## src/design/wrsd_pkg.sv

```systemverilog
// ----------------------------------------------------------------------------
// wrsd_pkg
// Shared widths, register indexes, reset values and interface structs of the
// windowed RMS silence detector.
// ----------------------------------------------------------------------------
`default_nettype none

package wrsd_pkg;

  localparam int WINDOW_SIZE_BITS = 14;
  localparam int THRESHOLD_BITS   = 31;
  localparam int MIN_RUN_BITS     = 32;
  localparam int OUT_BITS         = 32;
  localparam int CFG_INDEX_BITS   = 2;
  localparam int CFG_DATA_BITS    = 32;

  localparam logic [CFG_INDEX_BITS-1:0] REG_WINDOW_SIZE  = 2'd0;
  localparam logic [CFG_INDEX_BITS-1:0] REG_THRESHOLD_SQ = 2'd1;
  localparam logic [CFG_INDEX_BITS-1:0] REG_MIN_RUN      = 2'd2;

  localparam logic [WINDOW_SIZE_BITS-1:0] WINDOW_SIZE_RESET  = 14'd2400;
  localparam logic [THRESHOLD_BITS-1:0]   THRESHOLD_SQ_RESET = 31'd1073742;
  localparam logic [MIN_RUN_BITS-1:0]     MIN_RUN_RESET      = 32'd4800;

  typedef struct packed {
    logic open;    // sample starts a new window
    logic close;   // sample ends the window
    logic silent;  // closed window is below threshold
  } win_status_t;

  typedef struct packed {
    logic                valid;
    logic [OUT_BITS-1:0] start;
    logic [OUT_BITS-1:0] stop;
  } run_report_t;

endpackage

`default_nettype wire

```

## src/design/wrsd_window.sv

```systemverilog
// ----------------------------------------------------------------------------
// wrsd_window
// Squares each sample, accumulates window energy with saturation, counts
// samples and decides at window close whether the window is silent.
// ----------------------------------------------------------------------------
`default_nettype none

module wrsd_window #(
  parameter int SAMPLE_BITS = 16,
  parameter int WINDOW_BITS = 13
) (
  input  wire logic                                       clk,
  input  wire logic                                       rst,
  input  wire logic                                       step,
  input  wire logic                                       first,
  input  wire logic                                       last,
  input  wire logic signed [SAMPLE_BITS-1:0]              sample,
  input  wire logic [wrsd_pkg::WINDOW_SIZE_BITS-1:0]      window_size,
  input  wire logic [wrsd_pkg::THRESHOLD_BITS-1:0]        threshold_sq,
  output wrsd_pkg::win_status_t                           status
);

  localparam int ENERGY_BITS = 2 * SAMPLE_BITS - 2 + WINDOW_BITS;
  localparam int CNT_BITS    = WINDOW_BITS + 1;
  localparam int WS_BITS     = wrsd_pkg::WINDOW_SIZE_BITS;
  localparam int WSX_BITS    = (CNT_BITS > WS_BITS) ? CNT_BITS : WS_BITS;
  localparam int PROD_BITS   = wrsd_pkg::THRESHOLD_BITS + CNT_BITS;
  localparam int CMP_BITS    = (PROD_BITS > ENERGY_BITS) ? PROD_BITS : ENERGY_BITS;
  localparam logic [WSX_BITS-1:0] WIN_MAX = WSX_BITS'(1) << WINDOW_BITS;

  logic [ENERGY_BITS-1:0]   energy_sum;
  logic [CNT_BITS-1:0]      window_count;

  logic [ENERGY_BITS-1:0]   energy_cur;
  logic [CNT_BITS-1:0]      cnt_cur;
  logic [CNT_BITS-1:0]      cnt_new;
  logic [SAMPLE_BITS-1:0]   sample_u;
  logic [SAMPLE_BITS-1:0]   mag;
  logic [2*SAMPLE_BITS-1:0] sq;
  logic [ENERGY_BITS:0]     sum_wide;
  logic [ENERGY_BITS-1:0]   sum_sat;
  logic [WSX_BITS-1:0]      ws_ext;
  logic [WSX_BITS-1:0]      win_x;
  logic [CNT_BITS-1:0]      win;
  logic [PROD_BITS-1:0]     product;

  assign energy_cur = first ? '0 : energy_sum;
  assign cnt_cur    = first ? '0 : window_count;
  assign cnt_new    = cnt_cur + CNT_BITS'(1);

  assign sample_u = sample;
  assign mag      = sample_u[SAMPLE_BITS-1] ? (~sample_u + SAMPLE_BITS'(1)) : sample_u;
  assign sq       = (2*SAMPLE_BITS)'(mag) * (2*SAMPLE_BITS)'(mag);
  assign sum_wide = {1'b0, energy_cur} + (ENERGY_BITS+1)'(sq);
  assign sum_sat  = sum_wide[ENERGY_BITS] ? '1 : sum_wide[ENERGY_BITS-1:0];

  // zero means one sample, oversize clamps to the largest window
  assign ws_ext = WSX_BITS'(window_size);
  assign win_x  = (ws_ext == '0) ? WSX_BITS'(1) : ((ws_ext > WIN_MAX) ? WIN_MAX : ws_ext);
  assign win    = CNT_BITS'(win_x);

  assign product = PROD_BITS'(threshold_sq) * PROD_BITS'(cnt_new);

  assign status.open   = (cnt_cur == '0);
  assign status.close  = (cnt_new >= win) || last;
  assign status.silent = CMP_BITS'(sum_sat) < CMP_BITS'(product);

  always_ff @(posedge clk) begin
    if (rst) begin
      energy_sum   <= '0;
      window_count <= '0;
    end else if (step) begin
      if (status.close) begin
        energy_sum   <= '0;
        window_count <= '0;
      end else begin
        energy_sum   <= sum_sat;
        window_count <= cnt_new;
      end
    end
  end

  a_count_bound: assert property (@(posedge clk) disable iff (rst)
    WSX_BITS'(window_count) <= WIN_MAX)
    else $error("window count beyond largest window");

  a_close_clears: assert property (@(posedge clk) disable iff (rst)
    step && status.close |=> window_count == '0 && energy_sum == '0)
    else $error("window not cleared after close");

endmodule

`default_nettype wire

```

## src/design/wrsd_run.sv

```systemverilog
// ----------------------------------------------------------------------------
// wrsd_run
// Tracks the clip position, window starts and the current silent run, and
// reports runs longer than the minimum when a loud window or clip end ends them.
// ----------------------------------------------------------------------------
`default_nettype none

module wrsd_run #(
  parameter int INDEX_BITS = 32
) (
  input  wire logic                                  clk,
  input  wire logic                                  rst,
  input  wire logic                                  step,
  input  wire logic                                  first,
  input  wire logic                                  last,
  input  wire wrsd_pkg::win_status_t                 status,
  input  wire logic [wrsd_pkg::MIN_RUN_BITS-1:0]     min_run_samples,
  output wrsd_pkg::run_report_t                      report
);

  localparam int MR_BITS   = wrsd_pkg::MIN_RUN_BITS;
  localparam int DIFF_BITS = (INDEX_BITS > MR_BITS) ? INDEX_BITS : MR_BITS;
  localparam int OB        = wrsd_pkg::OUT_BITS;

  logic [INDEX_BITS-1:0] position;
  logic [INDEX_BITS-1:0] window_begin;
  logic [INDEX_BITS-1:0] silence_begin;
  logic                  in_silence;

  logic [INDEX_BITS-1:0] pos_cur;
  logic [INDEX_BITS-1:0] wbeg_cur;
  logic [INDEX_BITS-1:0] sbeg_cur;
  logic                  insil_cur;
  logic [INDEX_BITS-1:0] wbeg_eff;
  logic [INDEX_BITS-1:0] pos_new;
  logic [INDEX_BITS-1:0] sbeg_next;
  logic                  insil_next;
  logic [INDEX_BITS-1:0] len_close;
  logic [INDEX_BITS-1:0] len_end;

  assign pos_cur   = first ? '0 : position;
  assign wbeg_cur  = first ? '0 : window_begin;
  assign sbeg_cur  = first ? '0 : silence_begin;
  assign insil_cur = first ? 1'b0 : in_silence;
  assign wbeg_eff  = status.open ? pos_cur : wbeg_cur;
  assign pos_new   = (pos_cur == '1) ? pos_cur : (pos_cur + INDEX_BITS'(1));
  assign len_close = wbeg_eff - sbeg_cur;
  assign len_end   = pos_new - sbeg_next;

  always_comb begin
    sbeg_next    = sbeg_cur;
    insil_next   = insil_cur;
    report.valid = 1'b0;
    report.start = OB'(sbeg_cur);
    report.stop  = OB'(wbeg_eff);
    if (status.close) begin
      if (status.silent) begin
        if (!insil_cur) begin
          sbeg_next  = wbeg_eff;
          insil_next = 1'b1;
        end
      end else if (insil_cur) begin
        if (DIFF_BITS'(len_close) > DIFF_BITS'(min_run_samples)) begin
          report.valid = 1'b1;
        end
        insil_next = 1'b0;
      end
    end
    if (last && insil_next && (DIFF_BITS'(len_end) > DIFF_BITS'(min_run_samples))) begin
      report.valid = 1'b1;
      report.start = OB'(sbeg_next);
      report.stop  = OB'(pos_new);
    end
  end

  always_ff @(posedge clk) begin
    if (rst) begin
      position      <= '0;
      window_begin  <= '0;
      silence_begin <= '0;
      in_silence    <= 1'b0;
    end else if (step) begin
      if (last) begin
        position      <= '0;
        window_begin  <= '0;
        silence_begin <= '0;
        in_silence    <= 1'b0;
      end else begin
        position      <= pos_new;
        window_begin  <= wbeg_eff;
        silence_begin <= sbeg_next;
        in_silence    <= insil_next;
      end
    end
  end

  a_clip_end_clears: assert property (@(posedge clk) disable iff (rst)
    step && last |=> position == '0 && !in_silence)
    else $error("state not cleared at clip end");

  a_run_order: assert property (@(posedge clk) disable iff (rst)
    in_silence |-> silence_begin <= window_begin)
    else $error("silent run starts after current window");

endmodule

`default_nettype wire

```

## src/design/windowed_rms_silence_detector.sv

```systemverilog
// ----------------------------------------------------------------------------
// windowed_rms_silence_detector
// Finds silent runs in a sample stream by windowed energy against a threshold.
// ----------------------------------------------------------------------------
// Takes one word per clock, unless in_stall is high, into an input register;
// from there it squares the sample, updates the window energy and run state
// and loads any reported run into the result register. It sustains one
// sample per cycle while out_stall is low. The energy accumulate and the
// threshold-times-count product, both computed between the input register and
// the state registers, set the clock. clip_first clears all state; after a
// clip_last word the next word starts a fresh clip at index 0. Configuration
// is always ready and should be written while no word is in flight.
`default_nettype none

module windowed_rms_silence_detector #(
  parameter int SAMPLE_BITS = 16,
  parameter int INDEX_BITS  = 32,
  parameter int WINDOW_BITS = 13
) (
  input  wire logic                                   clk,
  input  wire logic                                   rst,
  input  wire logic                                   in_valid,
  output logic                                        in_stall,
  input  wire logic signed [SAMPLE_BITS-1:0]          sample,
  input  wire logic                                   clip_first,
  input  wire logic                                   clip_last,
  output logic                                        out_valid,
  input  wire logic                                   out_stall,
  output logic [wrsd_pkg::OUT_BITS-1:0]               run_start,
  output logic [wrsd_pkg::OUT_BITS-1:0]               run_end,
  input  wire logic                                   cfg_valid,
  output logic                                        cfg_ready,
  input  wire logic [wrsd_pkg::CFG_INDEX_BITS-1:0]    cfg_index,
  input  wire logic [wrsd_pkg::CFG_DATA_BITS-1:0]     cfg_data
);

  logic [wrsd_pkg::WINDOW_SIZE_BITS-1:0] window_size;
  logic [wrsd_pkg::THRESHOLD_BITS-1:0]   threshold_sq;
  logic [wrsd_pkg::MIN_RUN_BITS-1:0]     min_run_samples;

  logic                          s1_valid;
  logic signed [SAMPLE_BITS-1:0] s1_sample;
  logic                          s1_first;
  logic                          s1_last;

  logic                          out_free;
  logic                          step;
  logic                          accept;
  wrsd_pkg::win_status_t         status;
  wrsd_pkg::run_report_t         report;

  assign cfg_ready = 1'b1;
  assign out_free  = !out_valid || !out_stall;
  assign step      = s1_valid && out_free;
  assign in_stall  = s1_valid && !out_free;
  assign accept    = in_valid && !in_stall;

  always_ff @(posedge clk) begin
    if (rst) begin
      window_size     <= wrsd_pkg::WINDOW_SIZE_RESET;
      threshold_sq    <= wrsd_pkg::THRESHOLD_SQ_RESET;
      min_run_samples <= wrsd_pkg::MIN_RUN_RESET;
    end else if (cfg_valid && cfg_ready) begin
      case (cfg_index)
        wrsd_pkg::REG_WINDOW_SIZE: begin
          window_size <= wrsd_pkg::WINDOW_SIZE_BITS'(cfg_data);
        end
        wrsd_pkg::REG_THRESHOLD_SQ: begin
          threshold_sq <= wrsd_pkg::THRESHOLD_BITS'(cfg_data);
        end
        wrsd_pkg::REG_MIN_RUN: begin
          min_run_samples <= wrsd_pkg::MIN_RUN_BITS'(cfg_data);
        end
        default: begin
        end
      endcase
    end
  end

  always_ff @(posedge clk) begin
    if (rst) begin
      s1_valid <= 1'b0;
    end else if (accept) begin
      s1_valid <= 1'b1;
    end else if (step) begin
      s1_valid <= 1'b0;
    end
  end

  always_ff @(posedge clk) begin
    if (accept) begin
      s1_sample <= sample;
      s1_first  <= clip_first;
      s1_last   <= clip_last;
    end
  end

  wrsd_window #(
    .SAMPLE_BITS (SAMPLE_BITS),
    .WINDOW_BITS (WINDOW_BITS)
  ) u_window (
    .clk          (clk),
    .rst          (rst),
    .step         (step),
    .first        (s1_first),
    .last         (s1_last),
    .sample       (s1_sample),
    .window_size  (window_size),
    .threshold_sq (threshold_sq),
    .status       (status)
  );

  wrsd_run #(
    .INDEX_BITS (INDEX_BITS)
  ) u_run (
    .clk             (clk),
    .rst             (rst),
    .step            (step),
    .first           (s1_first),
    .last            (s1_last),
    .status          (status),
    .min_run_samples (min_run_samples),
    .report          (report)
  );

  always_ff @(posedge clk) begin
    if (rst) begin
      out_valid <= 1'b0;
    end else if (out_free) begin
      out_valid <= step && report.valid;
    end
  end

  always_ff @(posedge clk) begin
    if (step && report.valid) begin
      run_start <= report.start;
      run_end   <= report.stop;
    end
  end

  a_accept_loads: assert property (@(posedge clk) disable iff (rst)
    accept |=> s1_valid)
    else $error("accepted word lost from input register");

  a_stall_needs_word: assert property (@(posedge clk) disable iff (rst)
    !s1_valid |-> !in_stall)
    else $error("stall with empty input register");

  a_result_source: assert property (@(posedge clk) disable iff (rst)
    $rose(out_valid) |-> $past(step && report.valid))
    else $error("result without a reported run");

endmodule

`default_nettype wire

```

## config.mk

```make
export PLATFORM = sky130hd
export DESIGN_NAME = windowed_rms_silence_detector
export DESIGN_NICKNAME = d
export VERILOG_FILES = /design/src/design/wrsd_pkg.sv /design/src/design/wrsd_window.sv /design/src/design/wrsd_run.sv /design/src/design/windowed_rms_silence_detector.sv
export SDC_FILE = /design/constraint.sdc
export NUM_CORES = 2
export LEC_CHECK = 0
export BUFFER_PORTS_ARGS = -buffer_cell sky130_fd_sc_hd__buf_2
export CAP_MARGIN = 5
export CORE_UTILIZATION = 45
export CTS_CLUSTER_DIAMETER = 120
export DETAILED_ROUTE_END_ITERATION = 12
export GPL_TIMING_DRIVEN = 0
export MAX_ROUTING_LAYER = met4
export PLACE_DENSITY = 0.62
export SLEW_MARGIN = 20
export SYNTH_ARGS = -nofsm -noshare
export SYNTH_HDL_FRONTEND = slang
export SYNTH_SLANG_ARGS = --single-unit
export TNS_END_PERCENT = 50
```

## constraint.sdc

```tcl
create_clock -name clk -period 31.7 [get_ports clk]
set_input_delay 4.755 -clock clk [delete_from_list [all_inputs] [get_ports clk]]
set_output_delay 4.755 -clock clk [all_outputs]
set_load 0.03 [all_outputs]
```

# Word level (Yosys, flattened, before mapping)

Cells that the tools add are included.

Memories: 0
Bits in read-only memories: 0
Output and inout bits: 67
Bits in latches: 0
RAM bits: 0
Register bits after elaboration: 315

Reductions and logical operators: 19
Add/subtract/negate cells: 6
Bitwise gates (word level): 1
Multiply operators: 2
Mux-type cells: 30
Eq/ne operators: 3
Order comparisons: 5
Shift-type cells: 0
Div/mod/pow operators: 0

Operators by type and width:

| operator                | number |
|---|---|
| $mux W32                | 11 |
| $mux W43                | 3 |
| $mux W65                | 1 |
| $gt A32 B32 Y1          | 2 |
| $sub A32 B32 Y32        | 2 |
| $mux W14                | 4 |
| $lt A43 B45 Y1          | 1 |
| $mul A31 B14 Y45        | 1 |
| $add A43 B32 Y44        | 1 |
| $add A32 B1 Y32 const B | 1 |
| $eq A32 B32 Y1 const B  | 1 |
| $mul A16 B16 Y32        | 1 |
| $logic_not A14 Y1       | 2 |
| $add A16 B1 Y16 const B | 1 |
| $mux W16                | 1 |
| $not A16 Y16            | 1 |
| $add A14 B1 Y14 const B | 1 |
| $ge A14 B14 Y1          | 1 |
| $gt A14 B14 Y1 const B  | 1 |
| $mux W1                 | 10 |
| $logic_and A1 B1 Y1     | 6 |
| $reduce_and A2 Y1       | 3 |
| $logic_not A1 Y1        | 4 |
| $eq A2 B1 Y1 const B    | 1 |
| 4 further kinds         | 5 |

# Depth between registers and ports, before layout

Depth after elaboration: 14
Gate-level depth with buffers: 75
Mapped depth without buffers: 71

# Modules after synthesis

A second synthesis with hierarchy kept.

Cells, all modules: 5,024
Area, all modules: 42,923.7 um^2

Modules (own cells, without submodules):

| module                        | cells each | area an instance (um^2) | sequential area each (um^2) | times used |
|---|---|---|---|---|
| wrsd_window                   | 3,227      | 26,720.6                | 1,141.1                     | 1 |
| wrsd_run                      | 1,399      | 10,463.8                | 1,941.9                     | 1 |
| windowed_rms_silence_detector | 398        | 5,739.3                 | 4,043.9                     | 1 |

# Worst setup path after synthesis

OpenSTA, ideal clock, no wires.

Path kind: reg2reg
Start point: register s1_sample[5]
End point: register run_end[0] (netlist name) (enable)
Stages on the path, launching flop included: 63
Data arrival time: 17.120 ns
Buffers on the path: 5
Data required time: 31.214 ns
Slack: 14.094 ns
Period minus slack after synthesis: 17.606 ns
Cells stage by stage: edfxtp_1 -> or4_1 -> or3_1 -> or4_1 -> o31ai_1 -> xor2_1 -> inv_2 -> buf_2 -> nand2_1 -> fa_1 -> fa_1 -> fa_1 -> inv_1 -> fa_1 -> fa_1 -> inv_1 -> fa_1 -> inv_1 -> (+27 left out) -> nor4_1 -> o31ai_1 -> a21oi_1 -> o31a_1 -> o41ai_2 -> o21bai_1 -> a21oi_1 -> xnor2_1 -> ha_1 -> nand4_1 -> nor4_1 -> a21oi_1 -> a31o_2 -> a31oi_1 -> buf_2 -> clkbuf_1 -> a31oi_1 -> nor2_1

Longest elaborated chain between the ends: 14

Ends and longest elaborated chain:

| element                  | line                                 | RTL |
|---|---|---|
| start: declaration       | windowed_rms_silence_detector.sv:42  | `logic signed [SAMPLE_BITS-1:0] s1_sample;` |
| start signal: assignment | windowed_rms_silence_detector.sv:92  | `s1_sample <= sample;` |
| $not A16 Y16             | wrsd_window.sv:52                    | `assign mag = sample_u[SAMPLE_BITS-1] ? (~sample_u + SAMPLE_BITS'(1)) : sample_u;` |
| $add A16 B1 Y16          | wrsd_window.sv:52                    |  |
| $mux W16 (*)             | wrsd_window.sv:52                    |  |
| $mul A16 B16 Y32 (*)     | wrsd_window.sv:53                    | `assign sq = (2*SAMPLE_BITS)'(mag) * (2*SAMPLE_BITS)'(mag);` |
| $add A43 B32 Y44 (*)     | wrsd_window.sv:54                    | `assign sum_wide = {1'b0, energy_cur} + (ENERGY_BITS+1)'(sq);` |
| $mux W43 (*)             | wrsd_window.sv:55                    | `assign sum_sat = sum_wide[ENERGY_BITS] ? '1 : sum_wide[ENERGY_BITS-1:0];` |
| $lt A43 B45 Y1 (*)       | wrsd_window.sv:66                    | `assign status.silent = CMP_BITS'(sum_sat) < CMP_BITS'(product);` |
| $mux W32                 | wrsd_run.sv:57                       | `if (status.silent) begin` |
| $mux W32                 | wrsd_run.sv:56                       | `if (status.close) begin` |
| $sub A32 B32 Y32         | wrsd_run.sv:48                       | `assign len_end = pos_new - sbeg_next;` |
| $gt A32 B32 Y1           | wrsd_run.sv:69                       | `if (last && insil_next && (DIFF_BITS'(len_end) > DIFF_BITS'(min_run_samples))) begin` |
| $logic_and A1 B1 Y1      | wrsd_run.sv:69                       |  |
| $mux W65 (*)             | wrsd_run.sv:69                       |  |
| $logic_and A1 B1 Y1 (*)  | windowed_rms_silence_detector.sv:135 | `if (step && report.valid) begin` |
| end signal: assignment   | windowed_rms_silence_detector.sv:137 | `run_end <= report.stop;` |
| end: declaration         | windowed_rms_silence_detector.sv:30  | `output logic [wrsd_pkg::OUT_BITS-1:0] run_end,` |

Mark *: on every way between the ends. The rest lies on a longest branch, timed or not.
A chain may end at the register's enable or synchronous reset.

# Final worst setup path

Start point: register s1_first
End point: register run_start[1] (netlist name) (enable)

Longest elaborated chain between the ends: 11

Ends and longest elaborated chain:

| element                                               | line                                 | RTL |
|---|---|---|
| start: declaration                                    | windowed_rms_silence_detector.sv:43  | `logic s1_first;` |
| start signal: assignment                              | windowed_rms_silence_detector.sv:93  | `s1_first <= clip_first;` |
| $mux W14 / $mux W43 (equally long branches)           | wrsd_window.sv:48, wrsd_window.sv:47 |  |
| $add A14 B1 Y14, or another cell as far along         | wrsd_window.sv:49                    | `assign cnt_new = cnt_cur + CNT_BITS'(1);` |
| $mul A31 B14 Y45, or another cell as far along        | wrsd_window.sv:62                    | `assign product = PROD_BITS'(threshold_sq) * PROD_BITS'(cnt_new);` |
| $lt A43 B45 Y1, or another cell as far along          | wrsd_window.sv:66                    |  |
| $mux W32 / $gt A32 B32 Y1 (equally long branches)     | wrsd_run.sv:57, wrsd_run.sv:63       |  |
| $mux W32 / $mux W1 (equally long branches)            | wrsd_run.sv:56, wrsd_run.sv:63       |  |
| $sub A32 B32 Y32 / $mux W1 (equally long branches)    | wrsd_run.sv:48, wrsd_run.sv:62       |  |
| $gt A32 B32 Y1 / $mux W1 (equally long branches)      | wrsd_run.sv:69, wrsd_run.sv:57       |  |
| $logic_and A1 B1 Y1 / $mux W1 (equally long branches) | wrsd_run.sv:69, wrsd_run.sv:56       |  |
| $mux W65 (*)                                          | wrsd_run.sv:69                       |  |
| $logic_and A1 B1 Y1 (*)                               | windowed_rms_silence_detector.sv:135 |  |
| end signal: assignment                                | windowed_rms_silence_detector.sv:136 | `run_start <= report.start;` |
| end: declaration                                      | windowed_rms_silence_detector.sv:29  | `output logic [wrsd_pkg::OUT_BITS-1:0] run_start,` |

Marked as above.

==> results by group <==
Yosys
  – Area leader, netlist: fa_1
  – Post-synth EDFFs: 82
  – Synthesis Warnings: 0
  – Avg Inst Size Synth: 8.586 sq um
  – Top_reg_cell synth: dfxtp_1
  – Cell Area, Synth: 41320 sq um
  – Gate Count Post-Synth: 4813
  – Main area contributors after synthesis: fa_1, ha_1, dfxtp_1
  – Share of synthesized registers carrying an async set or reset: 0
  – Unique masters post-synth: 87
  – Synthesis-stage register bit count: 315
  – Post-synthesis sequential area ratio: 0.1725
  – Top cell type's share of synthesized area: 0.2611

Floorplan
  – Die Ht: 305.0 um
  – Die area: 93050 sq um
  – Starting Density: 0.4570
  – Die width: 305.0 um
  – Core Area: 90420 sq um
  – Ports: 124
  – Row cnt: 110

STA
  – Setup_tns: 0 ns
  – Final worst path period share: 0.6834
  – Final setup vio count: 0
  – Fmax: 0.04616 GHz
  – Worst-Margin Slew: 1.150 ns
  – RSZ-0062 raised after global routing: no
  – Worst Skew: 0.03296 ns
  – Hold violation count in the final report: 0
  – Fin crit period: 21.66 ns
  – Max transition margin: 0.2335
  – Final Max Slew Viols: 0

CTS
  – Cts bufs inserted: 40
  – CTS tree: yes
  – Number of gates resized after CTS: 0
  – Clock Pin Slew Worst Setup and Hold Paths: 0.06 ns
  – Clk_lat worst skew: 0.59 ns
  – Bufs on Longest Clock Path: 3
  – Post-CTS Setup Bufs: 0
  – Sink Count: 315
  – H-Tree Depth: 2
  – Root Buffer: clkbuf_16
  – # hold bufs at CTS: 0

Critical path
  – CP endpoint kind: register
  – R2r setup slk: 10.04 ns
  – WP data required: 31.96 ns
  – Crit Path Category: register to register
  – Worst reg-to-reg path cell count: 66
  – Slowest stage cell, crit path: a221oi_2
  – R2r startpoint: s1_first
  – Critical Path Max Stage Delay: 0.75 ns
  – Worst r2r dst: run_start[1]
  – Startpoint types: register
  – Crit path arrival time: 21.92 ns
  – Crit Path Max Fanout: 29

Pwr
  – Power per cell area: 103.1 nW/um^2
  – Overall Power: 4628 uW
  – Leakage: 0.02123 uW
  – VDD IR max: 0.2202 mV

Layout
  – FF+latch area: 7127 sq um
  – Filler cells: 8738
  – Area Overhead vs Synth: 8.644%
  – Area taken by multi-input logic gates: 30640 sq um
  – Most common cell after layout, fill and taps aside: nand2_1
  – Post-route cell area: 44900 sq um
  – Layout cells sized above 1: 0.05776
  – Most frequent cells in the layout: nand2_1, inv_1, fa_1
  – Non-Filler Instances: 6198
  – Net count, final: 5987

Global route
  – Number of global-route vias before repair: 34540
  – Initial antenna violation count: 5
  – First-pass GRT wire length: 206.5 mm
  – Grt ovf: 0
  – Global Route Usage Sum: 0.2987
  – Largest net degree at the start of global routing: 30

Drt
  – DR iter-0 viols: 2812
  – Routed wire per std cell: 21.63 um
  – Vias per cell: 5.566
  – DRT antenna net count: 0
  – Drt first pass iters: 6
  – Via count: 34500
  – DR DRC count: 0
  – Total wire length: 134.0 mm

Placed design
  – GP Congestion: 0.9740
  – Post-DP Area: 43550 sq um
  – Dpl hpwl: 109.8 mm
  – Dpl cells: 6124
  – Port Buffers: 122

Worst hold path
  – Hold Path Cell Cnt: 2
  – HP Class: register to register
  – Worst hold endpoint: u_window.energy_sum[21]
  – Min-delay src: u_window.energy_sum[21]

Run status
  – Status: complete, no violations

Job
  – MaxCap Viol Count: 0
==> layout make-up <==
class | instances | share of cell area
diodes | 1 | 0.00005574
plain buffers | 217 | 0.01990
clock buffers | 57 | 0.02642
clock inverters | 16 | 0.003400
inverters | 729 | 0.06095
multi-input cells | 3561 | 0.6824
flip-flops and latches | 315 | 0.1587
well taps | 1176 | 0.03277
repair buffers | 126 | 0.01536
==> critical path, delay by kind of cell, from the launching register on <==
| family | cells | cell delay (ns) |
|---|---|---|
| multiplexers | 1 | 0.21 |
| AND/OR/NAND/NOR | 11 | 3.45 |
| buffers and inverters | 12 | 3.81 |
| flip-flops | 1 | 0.72 |
| XOR/XNOR | 3 | 0.43 |
| adder cells (fa/ha/maj) | 11 | 4.51 |
| AO/OA/AOI/OAI | 28 | 8.13 |
==> state kept, by name, summed over array words and instances (netlist names), 14 cells and up <==
name,count
run_start,32
u_window.energy_sum,43
u_run.position,32
window_size,14
u_window.window_count,14
u_run.window_begin,32
threshold_sq,31
run_end,32
u_run.silence_begin,32
min_run_samples,32
s1_sample,16
==> cells in the mapped netlist, types with 6 or more instances <==
cell and number:
nand3b_1 16, o21bai_1 22, ha_1 401, o21ai_1 10
a31oi_1 17, o21ai_0 91, xnor2_1 103, mux2i_1 34
xor2_1 81, or4_1 6, inv_1 719, nor2_1 291
a22o_1 70, nor3_1 28, a21oi_1 270, dfxtp_1 233
o211ai_1 16, nand3_1 81, and4_1 6, fa_1 539
a22oi_1 104, buf_2 16, a2111oi_0 6, buf_6 7
or3_1 16, nor4_1 13, edfxtp_1 82, and2_1 153
a211o_1 10, a211oi_1 16, and3_1 27, mux2_2 31
o21a_1 26, nand2_1 742, a21o_1 91, or2_2 12
clkbuf_1 177, buf_1 15, nor2b_1 62, o31ai_1 11
nand4_1 46, nand2b_1 33
==> logic make-up (layout without fill, tap and decap cells) <==
kind of cell | after synthesis | count (layout) | synth area share
AND/OR/NAND/NOR | 1551 | 1551 | 0.1713
buffers and inverters | 946 | 1145 | 0.08780
adder cells (fa/ha/maj) | 940 | 940 | 0.3825
AO/OA/AOI/OAI | 810 | 810 | 0.1300
flip-flops | 315 | 315 | 0.1725
XOR/XNOR | 184 | 184 | 0.03900
multiplexers | 65 | 65 | 0.01668
other | 2 | 12 | 0.0001817
==> how the worst max path moves through the flow <==
stage          slack [ns]    startpoint      endpoint
2_1_floorplan       14.09  s1_sample[5]    run_end[0]
3_3_place_gp         7.20      s1_first    run_end[1]
3_5_place_dp        10.35      s1_first    run_end[1]
4_1_cts             10.30  s1_sample[0]  run_start[2]
5_1_grt              9.15      s1_first    run_end[5]
6_report            10.04      s1_first  run_start[1]
==> stage by stage <==
step	setup slack, ns	utilization	hold slack (ns)
2_1_floorplan	14.09	-	0.4273
3_3_place_gp	7.196	0.4804	0.4355
3_5_place_dp	10.35	0.4816	0.4391
4_1_cts	10.30	0.4964	0.4466
5_1_grt	9.153	0.4965	0.4651
6_report	10.04	0.4965	0.4486
==> power by group <==
group	internal (uW)	leakage, uW	switching (uW)	total, uW
combinational	1400	0.0179	2320	3710
clock	277	0.000664	193	470
sequential	431	0.00271	13.2	444
==> metal layers <==
layer | part of all wire | vias up | track usage
li1 | - | 16010 | -
met4 | 0.036 | 0 | 0.09890
met3 | 0.078 | 216 | 0.04930
met2 | 0.44 | 1289 | 0.4489
met5 | 0 | - | -
met1 | 0.44 | 16990 | 0.4085
(Power assumes the default switching activity.)
